==> config.mk <==
export PLATFORM = sky130hd
export DESIGN_NAME = bitmap_rle_scanline_decoder_core
export DESIGN_NICKNAME = d
export VERILOG_FILES = /design/src/rtl/bmrle_pkg.sv /design/src/rtl/bmrle_dec.sv /design/src/rtl/bitmap_rle_scanline_decoder_core.sv
export SDC_FILE = /design/constraint.sdc
export NUM_CORES = 2
export LEC_CHECK = 0
export ABC_AREA = 0
export BUFFER_PORTS_ARGS = -buffer_cell sky130_fd_sc_hd__buf_2
export CORE_MARGIN = 2
export CORE_UTILIZATION = 30
export CTS_CLUSTER_SIZE = 14
export DETAILED_ROUTE_END_ITERATION = 10
export MAX_ROUTING_LAYER = met4
export SLEW_MARGIN = 20
export SYNTH_ARGS = -nofsm -noshare
export SYNTH_HDL_FRONTEND = slang
export SYNTH_SLANG_ARGS = --single-unit
==> constraint.sdc <==
create_clock -name clk -period 29.2 [get_ports clk]
set_clock_uncertainty 0.05 [all_clocks]
set_input_delay 1.46 -clock clk [delete_from_list [all_inputs] [get_ports clk]]
set_output_delay 1.46 -clock clk [all_outputs]
set_load 0.05 [all_outputs]
==> src/rtl/bmrle_pkg.sv <==
// ----------------------------------------------------------------------------
// bmrle_pkg
// Shared types and constants of the bitmap run-length scanline decoder:
// field widths, register indexes, command kinds, parse phases, result beat.
// ----------------------------------------------------------------------------
package bmrle_pkg;

  // field widths
  localparam int ADDR_BITS  = 32;
  localparam int LINE_W     = 18;
  localparam int STRIDE_W   = 18;
  localparam int PLANES_W   = 4;
  localparam int HEIGHT_W   = 16;
  localparam int PLEN_W     = 4;
  localparam int CNT_W      = 11;
  localparam int PAT_W      = 64;
  localparam int CFG_IDX_W  = 3;
  localparam int CFG_DATA_W = 18;

  localparam int MAX_PATTERN = 8;
  localparam int MAX_PLANES  = 8;

  localparam logic [LINE_W-1:0] COL_MAX = {LINE_W{1'b1}};

  // configuration register indexes
  localparam logic [CFG_IDX_W-1:0] CFG_LINE_BYTES     = 3'd0;
  localparam logic [CFG_IDX_W-1:0] CFG_ROW_STRIDE     = 3'd1;
  localparam logic [CFG_IDX_W-1:0] CFG_PLANE_COUNT    = 3'd2;
  localparam logic [CFG_IDX_W-1:0] CFG_IMAGE_HEIGHT   = 3'd3;
  localparam logic [CFG_IDX_W-1:0] CFG_PATTERN_LENGTH = 3'd4;

  // command kinds
  localparam logic [1:0] CMD_LITERAL = 2'd0;
  localparam logic [1:0] CMD_FILL    = 2'd1;
  localparam logic [1:0] CMD_PATTERN = 2'd2;
  localparam logic [1:0] CMD_COPY    = 2'd3;

  // stream byte codes
  localparam logic [7:0] BYTE_ZERO   = 8'h00;
  localparam logic [7:0] BYTE_FF     = 8'hff;
  localparam logic [7:0] BYTE_LIT    = 8'h80;
  localparam logic [7:0] RUN_MASK    = 8'h7f;

  // parse phases
  localparam logic [3:0] PH_HDR0   = 4'd0;
  localparam logic [3:0] PH_HDR1   = 4'd1;
  localparam logic [3:0] PH_HDR2   = 4'd2;
  localparam logic [3:0] PH_VRC    = 4'd3;
  localparam logic [3:0] PH_OP     = 4'd4;
  localparam logic [3:0] PH_PCOUNT = 4'd5;
  localparam logic [3:0] PH_PDATA  = 4'd6;
  localparam logic [3:0] PH_LCOUNT = 4'd7;
  localparam logic [3:0] PH_LDATA  = 4'd8;

  typedef struct packed {
    logic [LINE_W-1:0]   line_bytes;
    logic [STRIDE_W-1:0] row_stride;
    logic [PLANES_W-1:0] plane_count;
    logic [HEIGHT_W-1:0] image_height;
    logic [PLEN_W-1:0]   pattern_length;
  } cfg_t;

  typedef struct packed {
    logic [1:0]           cmd_kind;
    logic [ADDR_BITS-1:0] dest_addr;
    logic [ADDR_BITS-1:0] source_addr;
    logic [CNT_W-1:0]     byte_count;
    logic [7:0]           fill_value;
    logic [PAT_W-1:0]     pattern_data;
    logic                 image_done;
    logic                 last_result;
  } res_t;

endpackage

==> src/rtl/bmrle_dec.sv <==
// ----------------------------------------------------------------------------
// bmrle_dec
// Parse state and combinational decode of one compressed byte into up to two
// frame store commands (the byte's own command, then a line copy).
// ----------------------------------------------------------------------------
module bmrle_dec (
  input  logic             clk,
  input  logic             rst_n,
  input  bmrle_pkg::cfg_t  cfg,
  input  logic             step,
  input  logic [7:0]       stream_byte,
  input  logic             frame_start,
  output logic [1:0]       nres,
  output bmrle_pkg::res_t  res0,
  output bmrle_pkg::res_t  res1
);
  import bmrle_pkg::*;

  // state registers
  logic [3:0]           ph_r, ph_nxt;
  logic [LINE_W-1:0]    col_r, col_nxt;
  logic [HEIGHT_W-1:0]  row_r, row_nxt;
  logic [2:0]           pln_r, pln_nxt;
  logic [7:0]           rep_r, rep_nxt;
  logic [7:0]           run_r, run_nxt;
  logic [PAT_W-1:0]     pst_r, pst_nxt;
  logic [3:0]           pidx_r, pidx_nxt;
  logic [ADDR_BITS-1:0] base_r, base_nxt;
  logic [ADDR_BITS-1:0] cur_r, cur_nxt;
  logic                 fin_r, fin_nxt;

  // decode working signals
  logic                 do_op, do_pat, chk, emit_c, emit_cp;
  res_t                 cmd_res, copy_res;
  logic [CNT_W-1:0]     adv_n;
  logic [PLEN_W-1:0]    plen, npl;
  logic [11:0]          n_pat;
  logic [LINE_W:0]      col_sum;
  logic [HEIGHT_W:0]    y1, avail, rsum;
  logic [7:0]           copies;
  logic [PLANES_W-1:0]  pln_inc;
  logic [18:0]          pterm, key;
  logic [36:0]          prod;

  // effective plane count and pattern length
  always_comb begin
    if (cfg.plane_count == '0) npl = PLANES_W'(1);
    else if (cfg.plane_count > PLANES_W'(MAX_PLANES)) npl = PLANES_W'(MAX_PLANES);
    else npl = cfg.plane_count;
    if (cfg.pattern_length == '0) plen = PLEN_W'(1);
    else if (cfg.pattern_length > PLEN_W'(MAX_PATTERN)) plen = PLEN_W'(MAX_PATTERN);
    else plen = cfg.pattern_length;
  end

  // byte decode
  always_comb begin
    ph_nxt   = ph_r;
    col_nxt  = col_r;
    row_nxt  = row_r;
    pln_nxt  = pln_r;
    rep_nxt  = rep_r;
    run_nxt  = run_r;
    pst_nxt  = pst_r;
    pidx_nxt = pidx_r;
    base_nxt = base_r;
    cur_nxt  = cur_r;
    fin_nxt  = fin_r;
    do_op    = 1'b0;
    do_pat   = 1'b0;
    chk      = 1'b0;
    emit_c   = 1'b0;
    emit_cp  = 1'b0;
    cmd_res  = '0;
    copy_res = '0;
    adv_n    = '0;
    n_pat    = '0;
    col_sum  = '0;
    y1       = '0;
    avail    = '0;
    rsum     = '0;
    copies   = '0;
    pln_inc  = '0;
    pterm    = '0;
    key      = '0;
    prod     = '0;

    // frame start restarts everything but the registers
    if (frame_start) begin
      ph_nxt   = PH_HDR0;
      col_nxt  = '0;
      row_nxt  = '0;
      pln_nxt  = '0;
      rep_nxt  = 8'd1;
      run_nxt  = '0;
      pst_nxt  = '0;
      pidx_nxt = '0;
      base_nxt = '0;
      cur_nxt  = '0;
      fin_nxt  = 1'b0;
    end

    if (!fin_nxt) begin
      // parse phase dispatch
      unique case (ph_nxt)
        PH_HDR0: begin
          if (stream_byte == BYTE_ZERO) ph_nxt = PH_HDR1;
          else do_op = 1'b1;
        end
        PH_HDR1: begin
          if (stream_byte == BYTE_ZERO) ph_nxt = PH_HDR2;
          else begin
            run_nxt  = stream_byte;
            pst_nxt  = '0;
            pidx_nxt = '0;
            ph_nxt   = PH_PDATA;
          end
        end
        PH_HDR2: begin
          if (stream_byte == BYTE_FF) ph_nxt = PH_VRC;
          else begin
            run_nxt  = '0;
            pst_nxt  = '0;
            pidx_nxt = '0;
            do_pat   = 1'b1;
          end
        end
        PH_VRC: begin
          rep_nxt = stream_byte;
          ph_nxt  = PH_OP;
        end
        PH_OP: do_op = 1'b1;
        PH_PCOUNT: begin
          run_nxt  = stream_byte;
          pst_nxt  = '0;
          pidx_nxt = '0;
          ph_nxt   = PH_PDATA;
        end
        PH_PDATA: do_pat = 1'b1;
        PH_LCOUNT: begin
          run_nxt = stream_byte;
          if (stream_byte == BYTE_ZERO) begin
            ph_nxt = PH_OP;
            chk    = 1'b1;
          end else begin
            ph_nxt = PH_LDATA;
          end
        end
        default: begin
          // literal string byte
          emit_c               = 1'b1;
          cmd_res.cmd_kind     = CMD_LITERAL;
          cmd_res.dest_addr    = cur_nxt;
          cmd_res.byte_count   = CNT_W'(1);
          cmd_res.fill_value   = stream_byte;
          adv_n                = CNT_W'(1);
          run_nxt              = run_nxt - 8'd1;
          if (run_nxt == '0) begin
            ph_nxt = PH_OP;
            chk    = 1'b1;
          end
        end
      endcase

      // opcode byte: pattern, literal string or solid fill
      if (do_op) begin
        if (stream_byte == BYTE_ZERO) ph_nxt = PH_PCOUNT;
        else if (stream_byte == BYTE_LIT) ph_nxt = PH_LCOUNT;
        else begin
          emit_c             = 1'b1;
          cmd_res.cmd_kind   = CMD_FILL;
          cmd_res.dest_addr  = cur_nxt;
          cmd_res.byte_count = CNT_W'(stream_byte & RUN_MASK);
          cmd_res.fill_value = (stream_byte > BYTE_LIT) ? BYTE_FF : BYTE_ZERO;
          adv_n              = CNT_W'(stream_byte & RUN_MASK);
          ph_nxt             = PH_OP;
          chk                = 1'b1;
        end
      end

      // pattern data byte
      if (do_pat) begin
        pst_nxt  = pst_nxt | (PAT_W'(stream_byte) << {pidx_nxt[2:0], 3'b000});
        pidx_nxt = pidx_nxt + 4'd1;
        ph_nxt   = PH_PDATA;
        if (pidx_nxt >= plen) begin
          n_pat = {4'b0, run_nxt} * {8'b0, plen};
          if (n_pat != '0) begin
            emit_c               = 1'b1;
            cmd_res.cmd_kind     = CMD_PATTERN;
            cmd_res.dest_addr    = cur_nxt;
            cmd_res.byte_count   = n_pat[CNT_W-1:0];
            cmd_res.pattern_data = pst_nxt;
          end
          adv_n  = n_pat[CNT_W-1:0];
          ph_nxt = PH_OP;
          chk    = 1'b1;
        end
      end

      // advance column and cursor
      col_sum = {1'b0, col_nxt} + (LINE_W+1)'(adv_n);
      col_nxt = (col_sum > {1'b0, COL_MAX}) ? COL_MAX : col_sum[LINE_W-1:0];
      cur_nxt = cur_nxt + ADDR_BITS'(adv_n);

      // line end: replicate, step plane or row, rebase
      if (chk && (col_nxt >= cfg.line_bytes)) begin
        y1     = {1'b0, row_nxt} + (HEIGHT_W+1)'(1);
        avail  = (y1 < {1'b0, cfg.image_height}) ? ({1'b0, cfg.image_height} - y1) : '0;
        copies = (rep_nxt != '0) ? (rep_nxt - 8'd1) : '0;
        if ({9'b0, copies} > avail) copies = avail[7:0];
        if (copies != '0) begin
          emit_cp              = 1'b1;
          copy_res.cmd_kind    = CMD_COPY;
          copy_res.dest_addr   = base_nxt + ADDR_BITS'(cfg.row_stride);
          copy_res.source_addr = base_nxt;
          copy_res.byte_count  = CNT_W'(copies);
        end
        pln_inc = {1'b0, pln_nxt} + PLANES_W'(1);
        if (pln_inc >= npl) begin
          pln_nxt = '0;
          rsum    = {1'b0, row_nxt} + (HEIGHT_W+1)'(rep_nxt);
          if (rsum >= {1'b0, cfg.image_height}) begin
            rsum    = {1'b0, cfg.image_height};
            fin_nxt = 1'b1;
          end
          row_nxt = rsum[HEIGHT_W-1:0];
          rep_nxt = 8'd1;
        end else begin
          pln_nxt = pln_inc[2:0];
        end
        // base = (plane * height + row) * stride
        pterm    = (pln_nxt[0] ? {3'b0, cfg.image_height}        : 19'd0)
                 + (pln_nxt[1] ? {2'b0, cfg.image_height, 1'b0}  : 19'd0)
                 + (pln_nxt[2] ? {1'b0, cfg.image_height, 2'b0}  : 19'd0);
        key      = pterm + {3'b0, row_nxt};
        prod     = {18'b0, key} * {19'b0, cfg.row_stride};
        base_nxt = prod[ADDR_BITS-1:0];
        cur_nxt  = base_nxt;
        col_nxt  = '0;
        ph_nxt   = PH_HDR0;
      end
    end
  end

  // result beats of this byte
  always_comb begin
    nres = {1'b0, emit_c} + {1'b0, emit_cp};
    res0 = emit_c ? cmd_res : copy_res;
    res0.image_done  = fin_nxt;
    res0.last_result = !(emit_c && emit_cp);
    res1 = copy_res;
    res1.image_done  = fin_nxt;
    res1.last_result = 1'b1;
  end

  // state update
  always_ff @(posedge clk) begin
    if (!rst_n) begin
      ph_r   <= PH_HDR0;
      col_r  <= '0;
      row_r  <= '0;
      pln_r  <= '0;
      rep_r  <= 8'd1;
      run_r  <= '0;
      pst_r  <= '0;
      pidx_r <= '0;
      base_r <= '0;
      cur_r  <= '0;
      fin_r  <= 1'b0;
    end else if (step) begin
      ph_r   <= ph_nxt;
      col_r  <= col_nxt;
      row_r  <= row_nxt;
      pln_r  <= pln_nxt;
      rep_r  <= rep_nxt;
      run_r  <= run_nxt;
      pst_r  <= pst_nxt;
      pidx_r <= pidx_nxt;
      base_r <= base_nxt;
      cur_r  <= cur_nxt;
      fin_r  <= fin_nxt;
    end
  end

endmodule

==> src/rtl/bitmap_rle_scanline_decoder_core.sv <==
// Decodes a run-length compressed bitmap stream into frame store write
// commands at one byte per clock while the result queue has room. Each
// accepted byte is held in the input register, where it is decoded in a
// single pass and its commands (none, one, or a command plus a line copy at
// the end of a line) go into a four-entry result queue that drains one beat
// per clock while out_stall is low. A byte is taken every cycle as long as
// the queue has room for two beats. Configuration writes are always taken;
// there is no clearing pass after reset.
// ----------------------------------------------------------------------------
// bitmap_rle_scanline_decoder_core
// Top level: configuration registers, input register, decoder and result
// queue of the bitmap run-length scanline decoder.
// ----------------------------------------------------------------------------
module bitmap_rle_scanline_decoder_core (
  input  logic                                clk,
  input  logic                                rst_n,
  // configuration
  input  logic                                cfg_valid,
  output logic                                cfg_ready,
  input  logic [bmrle_pkg::CFG_IDX_W-1:0]     cfg_index,
  input  logic [bmrle_pkg::CFG_DATA_W-1:0]    cfg_data,
  // compressed byte input
  input  logic                                in_valid,
  output logic                                in_stall,
  input  logic [7:0]                          in_stream_byte,
  input  logic                                in_frame_start,
  // command output
  output logic                                out_valid,
  input  logic                                out_stall,
  output logic [1:0]                          out_cmd_kind,
  output logic [bmrle_pkg::ADDR_BITS-1:0]     out_dest_addr,
  output logic [bmrle_pkg::ADDR_BITS-1:0]     out_source_addr,
  output logic [bmrle_pkg::CNT_W-1:0]         out_byte_count,
  output logic [7:0]                          out_fill_value,
  output logic [bmrle_pkg::PAT_W-1:0]         out_pattern_data,
  output logic                                out_image_done,
  output logic                                out_last_result
);
  import bmrle_pkg::*;

  cfg_t        cfg_r;
  logic        in_vld_r;
  logic [7:0]  in_byte_r;
  logic        in_fs_r;
  logic        room, step, pop, in_acc;
  logic [1:0]  nres;
  res_t        dres0, dres1, head;
  res_t        q_r [4];
  logic [1:0]  wptr_r, rptr_r;
  logic [2:0]  cnt_r;

  // configuration registers
  assign cfg_ready = 1'b1;

  always_ff @(posedge clk) begin
    if (!rst_n) begin
      cfg_r.line_bytes     <= LINE_W'(1);
      cfg_r.row_stride     <= STRIDE_W'(1);
      cfg_r.plane_count    <= PLANES_W'(1);
      cfg_r.image_height   <= HEIGHT_W'(1);
      cfg_r.pattern_length <= PLEN_W'(1);
    end else if (cfg_valid && cfg_ready) begin
      unique case (cfg_index)
        CFG_LINE_BYTES:     cfg_r.line_bytes     <= cfg_data[LINE_W-1:0];
        CFG_ROW_STRIDE:     cfg_r.row_stride     <= cfg_data[STRIDE_W-1:0];
        CFG_PLANE_COUNT:    cfg_r.plane_count    <= cfg_data[PLANES_W-1:0];
        CFG_IMAGE_HEIGHT:   cfg_r.image_height   <= cfg_data[HEIGHT_W-1:0];
        CFG_PATTERN_LENGTH: cfg_r.pattern_length <= cfg_data[PLEN_W-1:0];
        default: ;
      endcase
    end
  end

  // queue handshake
  assign out_valid = (cnt_r != '0);
  assign pop       = out_valid && !out_stall;
  assign room      = (cnt_r <= 3'd2) || ((cnt_r == 3'd3) && pop);
  assign step      = in_vld_r && room;
  assign in_stall  = in_vld_r && !room;
  assign in_acc    = in_valid && !in_stall;

  // input register
  always_ff @(posedge clk) begin
    if (!rst_n) begin
      in_vld_r <= 1'b0;
    end else if (in_acc) begin
      in_vld_r <= 1'b1;
    end else if (step) begin
      in_vld_r <= 1'b0;
    end
  end

  always_ff @(posedge clk) begin
    if (in_acc) begin
      in_byte_r <= in_stream_byte;
      in_fs_r   <= in_frame_start;
    end
  end

  bmrle_dec u_dec (
    .clk         (clk),
    .rst_n       (rst_n),
    .cfg         (cfg_r),
    .step        (step),
    .stream_byte (in_byte_r),
    .frame_start (in_fs_r),
    .nres        (nres),
    .res0        (dres0),
    .res1        (dres1)
  );

  // result queue storage
  always_ff @(posedge clk) begin
    if (step && (nres != 2'd0)) q_r[wptr_r] <= dres0;
    if (step && (nres == 2'd2)) q_r[wptr_r + 2'd1] <= dres1;
  end

  // queue pointers and fill count
  always_ff @(posedge clk) begin
    if (!rst_n) begin
      wptr_r <= '0;
      rptr_r <= '0;
      cnt_r  <= '0;
    end else begin
      if (step) wptr_r <= wptr_r + nres;
      if (pop) rptr_r <= rptr_r + 2'd1;
      cnt_r <= cnt_r + (step ? {1'b0, nres} : 3'd0) - {2'b0, pop};
    end
  end

  // output beat
  assign head             = q_r[rptr_r];
  assign out_cmd_kind     = head.cmd_kind;
  assign out_dest_addr    = head.dest_addr;
  assign out_source_addr  = head.source_addr;
  assign out_byte_count   = head.byte_count;
  assign out_fill_value   = head.fill_value;
  assign out_pattern_data = head.pattern_data;
  assign out_image_done   = head.image_done;
  assign out_last_result  = head.last_result;

endmodule

# [Word-level counts from Yosys, hierarchy flattened]
# Memory sizes are Yosys's and may differ from the RTL's. A register that Yosys moved wholly into a read port is not among the register bits.
# Cells that the tools add are included.
[totals] mem_bits_rw=604 regBits=267 elab_cells=254 n_memories=1 input_bits=35
[classes] n_eq_ne=15 n_bitwise=1 n_mux=146 n_lt_le_gt_ge=11 add_sub_neg=19 mul=2 n_reduce_logical=36 shifts=1
[memory_table] name="q_r" depth=4 word_bits=151 rd=1 rd_ports_with_merged_regs=1 write_ports=2 line_no="bitmap_rle_scanline_decoder_core.sv:48" rtl="res_t q_r [4];"
[op_table] cell="$mux 64" n=9
[op_table] cell="$mux 77" n=3
[op_table] cell="$mux 32" n=7
[op_table] cell="$mux 34" n=6
[op_table] cell="$pmux 64 s3" n=1
[op_table] cell="$mux 151" n=1
[op_table] cell="$mux 16" n=8
[op_table] cell="$mux 8" n=16
[op_table] cell="$mux 18" n=5
[op_table] cell="$mux 11" n=8
[op_table] cell="$mux 83" n=1
[op_table] cell="$mux 4" n=20
[op_table] cell="$or 64x64->64" n=1
[op_table] cell="$shl 8x6->64" n=1
[op_table] cell="$add 19x19->19" n=2
[op_table] cell="$mux 19" n=2
[op_table] cell="$mux 1" n=35
[op_table] cell="$mux 17" n=2
[op_table] cell="$mux 33" n=1
[op_table] cell="$add 32x11->32" n=1
[op_table] cell="$add 32x18->32" n=1
[op_table] cell="$mul 19x18->32" n=1
[op_table] cell="$pmux 8 s4" n=1
[op_table] cell="$pmux 4 s7" n=1
[op_table] cell="other kinds (53)" n=97

# [Longest topological paths before layout]
[logic_depth] ltp_word=26 depth_mapped=65 mapped_depth_nobuf=60

# [Cells and area by module]
# Synthesis repeated with hierarchy kept, for this count alone.
[hier_totals] cells_unflattened=5751 area_unflattened_um2=62115.8
[by_module_without_submodules] mod="bitmap_rle_scanline_decoder_core" cells_each=1800 instances=1 area_per_inst_um2=31919.4
[by_module_without_submodules] mod="bmrle_dec" cells_each=3951 instances=1 area_per_inst_um2=30196.5

# [Least setup slack after synthesis]
# No wires, ideal clock.
[synth_timing] path_type="reg-to-reg" from="reg in_fs_r" to="reg u_dec.cur_r[31]" stages_incl_launch_ff=61 required_time_ns=29.030 t_arrival_ns=14.002 synth_period_minus_slack_ns=14.172 slack_ns=15.028 path_cell_list="edfxtp_1 > buf_2 > inv_1 > clkbuf_1 > clkbuf_1 > buf_1 > clkbuf_1 > nand2_1 > o21ai_0 > ha_1 > a21o_1 > a21oi_1 > o21bai_1 > a21oi_1 > o21bai_1 > a21oi_1 > nor2b_1 > o21ai_0 > [25 not listed] > inv_1 > fa_1 > inv_1 > fa_1 > inv_1 > ha_1 > and3_1 > or2_2 > o32a_1 > o21ai_0 > o21ai_0 > o21ba_2 > a21oi_1 > a21oi_1 > xnor2_1 > xnor3_1 > nor2_1 > o31a_1"
[synth_between] elab_chain_len=17 elab_cells_between_ends=81
[synth_lines] item="start, declared" line_no="bitmap_rle_scanline_decoder_core.sv:44" rtl="logic in_fs_r;"
[synth_lines] item="start signal, assigned" line_no="bitmap_rle_scanline_decoder_core.sv:96" rtl="in_fs_r <= in_frame_start;"
[synth_lines] item="parallel branches: the longest is 16 deep, another holds $mul 19x18->32"
[synth_lines] item="$mux 32 (*)" line_no="bmrle_dec.sv:102" rtl="if (!fin_nxt) begin"
[synth_lines] item="end signal, assigned" line_no="bmrle_dec.sv:280" rtl="cur_r <= cur_nxt;"
[synth_lines] item="end, declared" line_no="bmrle_dec.sv:29" rtl="logic [ADDR_BITS-1:0] cur_r, cur_nxt;"
# Mark *: on every way between the ends. The select of a mux whose other input is x is not followed.
# A chain may end at the register's enable or synchronous reset.

==> results_tabular.tex <==
\begin{tabular}{lr}
\hline
Metric & Value \\
\hline
\multicolumn{2}{l}{\textbf{Route}} \\
\quad Number of DRC violations after detailed routing & 0 \\
\quad Vias after detailed routing & between 40k and 50k \\
\quad Iter 0 DRT Violations & about 4k \\
\quad Drt wl/cell & between 20 and 25 um \\
\quad Avg Vias per Cell & 5.36 \\
\quad First-pass iteration count of the detailed router & 5 \\
\quad Post-route ant nets & 0 \\
\quad Final WL & 179000 um \\
\multicolumn{2}{l}{\textbf{CTS}} \\
\quad Root Buffer Master & clkbuf\_16 \\
\quad Number of gates resized after CTS & 0 \\
\quad Clk pin slew, worst setup/hold paths & 0.07 ns \\
\quad Clock Sink Count & 873 \\
\quad CTS HTree Levels & 3 \\
\quad Hold buffers post-CTS & 0 \\
\quad Max Root-Sink Buffers & 3 \\
\quad Post-CTS Setup Bufs & 0 \\
\quad TritonCTS clock tree & built \\
\quad Clock latency on the worst-skew pair & 0.71 ns \\
\quad CTS buffer count & 89 \\
\multicolumn{2}{l}{\textbf{Floorplanning}} \\
\quad Initial Util & 30.1\% \\
\quad Die area & 189000 sq um \\
\quad Die extent in x & 435 um \\
\quad Area of the placeable core & 185000 sq um \\
\quad Die height & roughly 430 um \\
\quad Number of I/O pins & 189 \\
\quad Cell Rows & 158 \\
\multicolumn{2}{l}{\textbf{Critical path}} \\
\quad Slowest cell delay on critical path & 0.77 ns \\
\quad Biggest fanout along the worst timing path & 53 \\
\quad Most used cell, CP & o21ai\_0 \\
\quad Worst Path Required & 29.47 ns \\
\quad Setup crit end kind & flip-flop \\
\quad Category of the worst setup path launch point & flip-flop \\
\quad Data arrival time of the worst path & 15.71 ns \\
\quad Category of the critical setup timing path & reg2reg \\
\quad Worst-path cell with the longest stage delay & o21a\_1 \\
\multicolumn{2}{l}{\textbf{Synthesis}} \\
\quad Number of warning messages in the yosys log & 0 \\
\quad Fraction of the yosys area taken by sequential cells & approximately 37\% \\
\quad Top FF cell, synth & dfxtp\_1 \\
\quad Post-synthesis net count & 6383 \\
\quad Unique masters post-synth & 98 \\
\quad Fraction of registers with async set or reset after synthesis & 0\% \\
\quad Synthesized netlist cell count & 5787 \\
\quad Number of flops mapped to enable cells by yosys & 309 \\
\quad Flip-flop and latch count after synthesis & 873 \\
\quad Cell Area, Synth & 55700 sq um \\
\quad Mean instance size in the synthesized netlist & 9.63 sq um \\
\multicolumn{2}{l}{\textbf{Place}} \\
\quad Half-perimeter wire length of the detailed placement result & 122000 um \\
\quad Count of buffers from port buffering & 187 \\
\quad DP Worst Slack & 13.88 ns \\
\quad Gp weighted congestion & 0.925 \\
\multicolumn{2}{l}{\textbf{STA}} \\
\quad Hold Worst Slack & about 0.40 ns \\
\quad Final number of hold-violating endpoints & 0 \\
\quad Worst Setup Slack, final & 13.76 ns \\
\quad Achievable clock frequency & 0.0648 GHz \\
\quad Worst-Margin Slew & 1.19 ns \\
\quad Setup-violating endpoint count in the final report & 0 \\
\quad Final critical delay including setup and external delays & 15.44 ns \\
\quad Setup repair after global routing missed its margin & false \\
\quad Summed negative setup slack over all endpoints & 0 ns \\
\quad Final Cycle Share & a little over half \\
\quad Max\_slew headroom & 20.9\% \\
\quad Max Transition Viols Final & 0 \\
\multicolumn{2}{l}{\textbf{Status}} \\
\quad Result of the run & complete, no violations \\
\multicolumn{2}{l}{\textbf{Pwr}} \\
\quad Ratio of total power to cell area & 55.4 nW/um\^{}2 \\
\quad Leak Pwr & 24.4 nW \\
\quad Peak supply drop & roughly 0.044 mV \\
\multicolumn{2}{l}{\textbf{Job}} \\
\quad Number of max-cap violations & 0 \\
\multicolumn{2}{l}{\textbf{Global route}} \\
\quad Total gr overflow & 0 \\
\quad Antenna violations before repair & 12 \\
\quad Total track usage & between 10\% and 20\% \\
\quad Largest net degree at the start of global routing & between 80 and 90 \\
\quad First-pass GRT wire length & 274000 um \\
\quad Number of global-route vias before repair & 44.7k \\
\multicolumn{2}{l}{\textbf{Layout}} \\
\quad Share of final-layout standard cells stronger than drive strength 1 & 11.3\% \\
\quad Filler Cells Inserted & 18.9k \\
\quad Number of nets in the layout & 6383 \\
\quad Syn-to-layout area delta & 11.3\% \\
\multicolumn{2}{l}{\textbf{Min path}} \\
\quad Worst hold path type & reg2reg \\
\hline
\end{tabular}
-- path summary, 6_finish.rpt --
kind / start / endpoint / slack [ns] / cells past startpoint
worst max register to register: in_fs_r / q_r[0][95] / 13.76 / 47
worst max-delay path: in_fs_r / q_r[0][95] / 13.76 / 47
worst min register to register: q_r[3][45] / q_r[3][45] / 0.40 / 2
worst min-delay path: q_r[3][45] / q_r[3][45] / 0.40 / 2
-- sequential cells by signal, summed over array words and instances, names as in the netlist, 2 cells and up, named ones only --
signal,count
wptr_r,2
u_dec.ph_r,4
rptr_r,2
u_dec.cur_r,32
u_dec.run_r,8
q_r,604
u_dec.rep_r,8
u_dec.row_r,16
cfg_r,60
cnt_r,3
u_dec.pst_r,64
u_dec.pln_r,3
u_dec.pidx_r,4
u_dec.base_r,32
u_dec.col_r,18
in_byte_r,8
-- through the flow --
stage	instances	power, W	utilization [%]	area, sq um
5_1_grt	8342	0.00355	33.5	62000
6_report	8343	0.00343	33.5	62000
3_3_place_gp	8176	0.00227	31.9	59000
3_5_place_dp	8176	0.00228	31.9	59000
4_1_cts	8338	0.00345	33.5	62000
2_1_floorplan	5787	0.00199	-	55700
-- cells by family (layout without fill, tap and decap cells) --
group | Yosys count | in the layout | synth area share [%]
buf+inv | 884 | 955 | 6.21
fa+ha+maj | 561 | 561 | 16.8
other cells | 1 | 6 | 0.00673
flops | 873 | 873 | 36.9
compound gates | 1268 | 1268 | 15.8
simple gates | 1860 | 1860 | 15.1
mux | 193 | 193 | 6.89
xor+xnor | 147 | 147 | 2.34
-- Yosys cell counts, types with 106 or more instances --
| cell type | count | area, sq um |
|---|---|---|
| a22o_1 | 240 | 2100 |
| fa_1 | 312 | 6250 |
| and2_1 | 203 | 1270 |
| dfxtp_1 | 564 | 11300 |
| nor2_1 | 517 | 1940 |
| a21oi_1 | 198 | 991 |
| a22oi_1 | 112 | 841 |
| inv_1 | 515 | 1930 |
| clkbuf_1 | 267 | 1000 |
| mux4_2 | 151 | 3400 |
| o21ai_0 | 264 | 1320 |
| nand2_1 | 761 | 2860 |
| xnor2_1 | 106 | 928 |
| ha_1 | 249 | 3120 |
| edfxtp_1 | 309 | 9280 |
| o22ai_1 | 119 | 744 |
-- metal layers --
| layer | vias to the layer above | share of wire [%] | global-route usage (%) |
|---|---|---|---|
| met5 | - | 0 | - |
| met4 | 0 | 4.7 | 8.73 |
| met3 | 327 | 6.9 | 2.36 |
| met2 | 1817 | 47 | 30.5 |
| met1 | 22400 | 41 | 24.0 |
| li1 | 20200 | - | - |
-- worst max-delay path, delay by kind of cell, from the launching register on --
kind | cells | cell delay, ns
flip-flops | 1 | 0.32
buffers and inverters | 8 | 3.31
AO/OA/AOI/OAI | 21 | 5.30
adder cells (fa/ha/maj) | 6 | 2.27
AND/OR/NAND/NOR | 12 | 3.61
-- placed cells by master (no fill, tap or decap), types with 59 or more instances in the layout --
master     synthesis  final
a21oi_1          198    198
a22o_1           240    240
a22oi_1          112    112
and2_1           203    202
buf_2             49    187
buf_4              8     89
clkbuf_16          0     91
dfxtp_1          564    561
edfxtp_1         309    309
fa_1             312    312
ha_1             249    249
inv_1            515    510
mux4_2           151    151
nand2_1          761    756
nor2_1           517    510
nor2b_1           60     59
nor3_1            80     77
o21ai_0          264    264
o22ai_1          119    119
xnor2_1          106    106
-- report_power, final --
part	internal [W]	leakage, nW	switching [W]
registers	0.00131	7.37	0.0000556
clock network	0.000656	1.44	0.000522
logic	0.000268	15.6	0.000626
-- layout make-up --
cell class	count	area [sq um]	share of cell area (%)
repair buffers	276	1600	2.59
clock inverters	44	458	0.739
clock buffers	118	2480	4.00
multi-input cells	4030	31800	51.3
inverters	517	1950	3.15
diodes	5	12.5	0.0202
well taps	2480	3100	5.00
flip-flops and latches	873	20600	33.2
(Power assumes the default switching activity.)
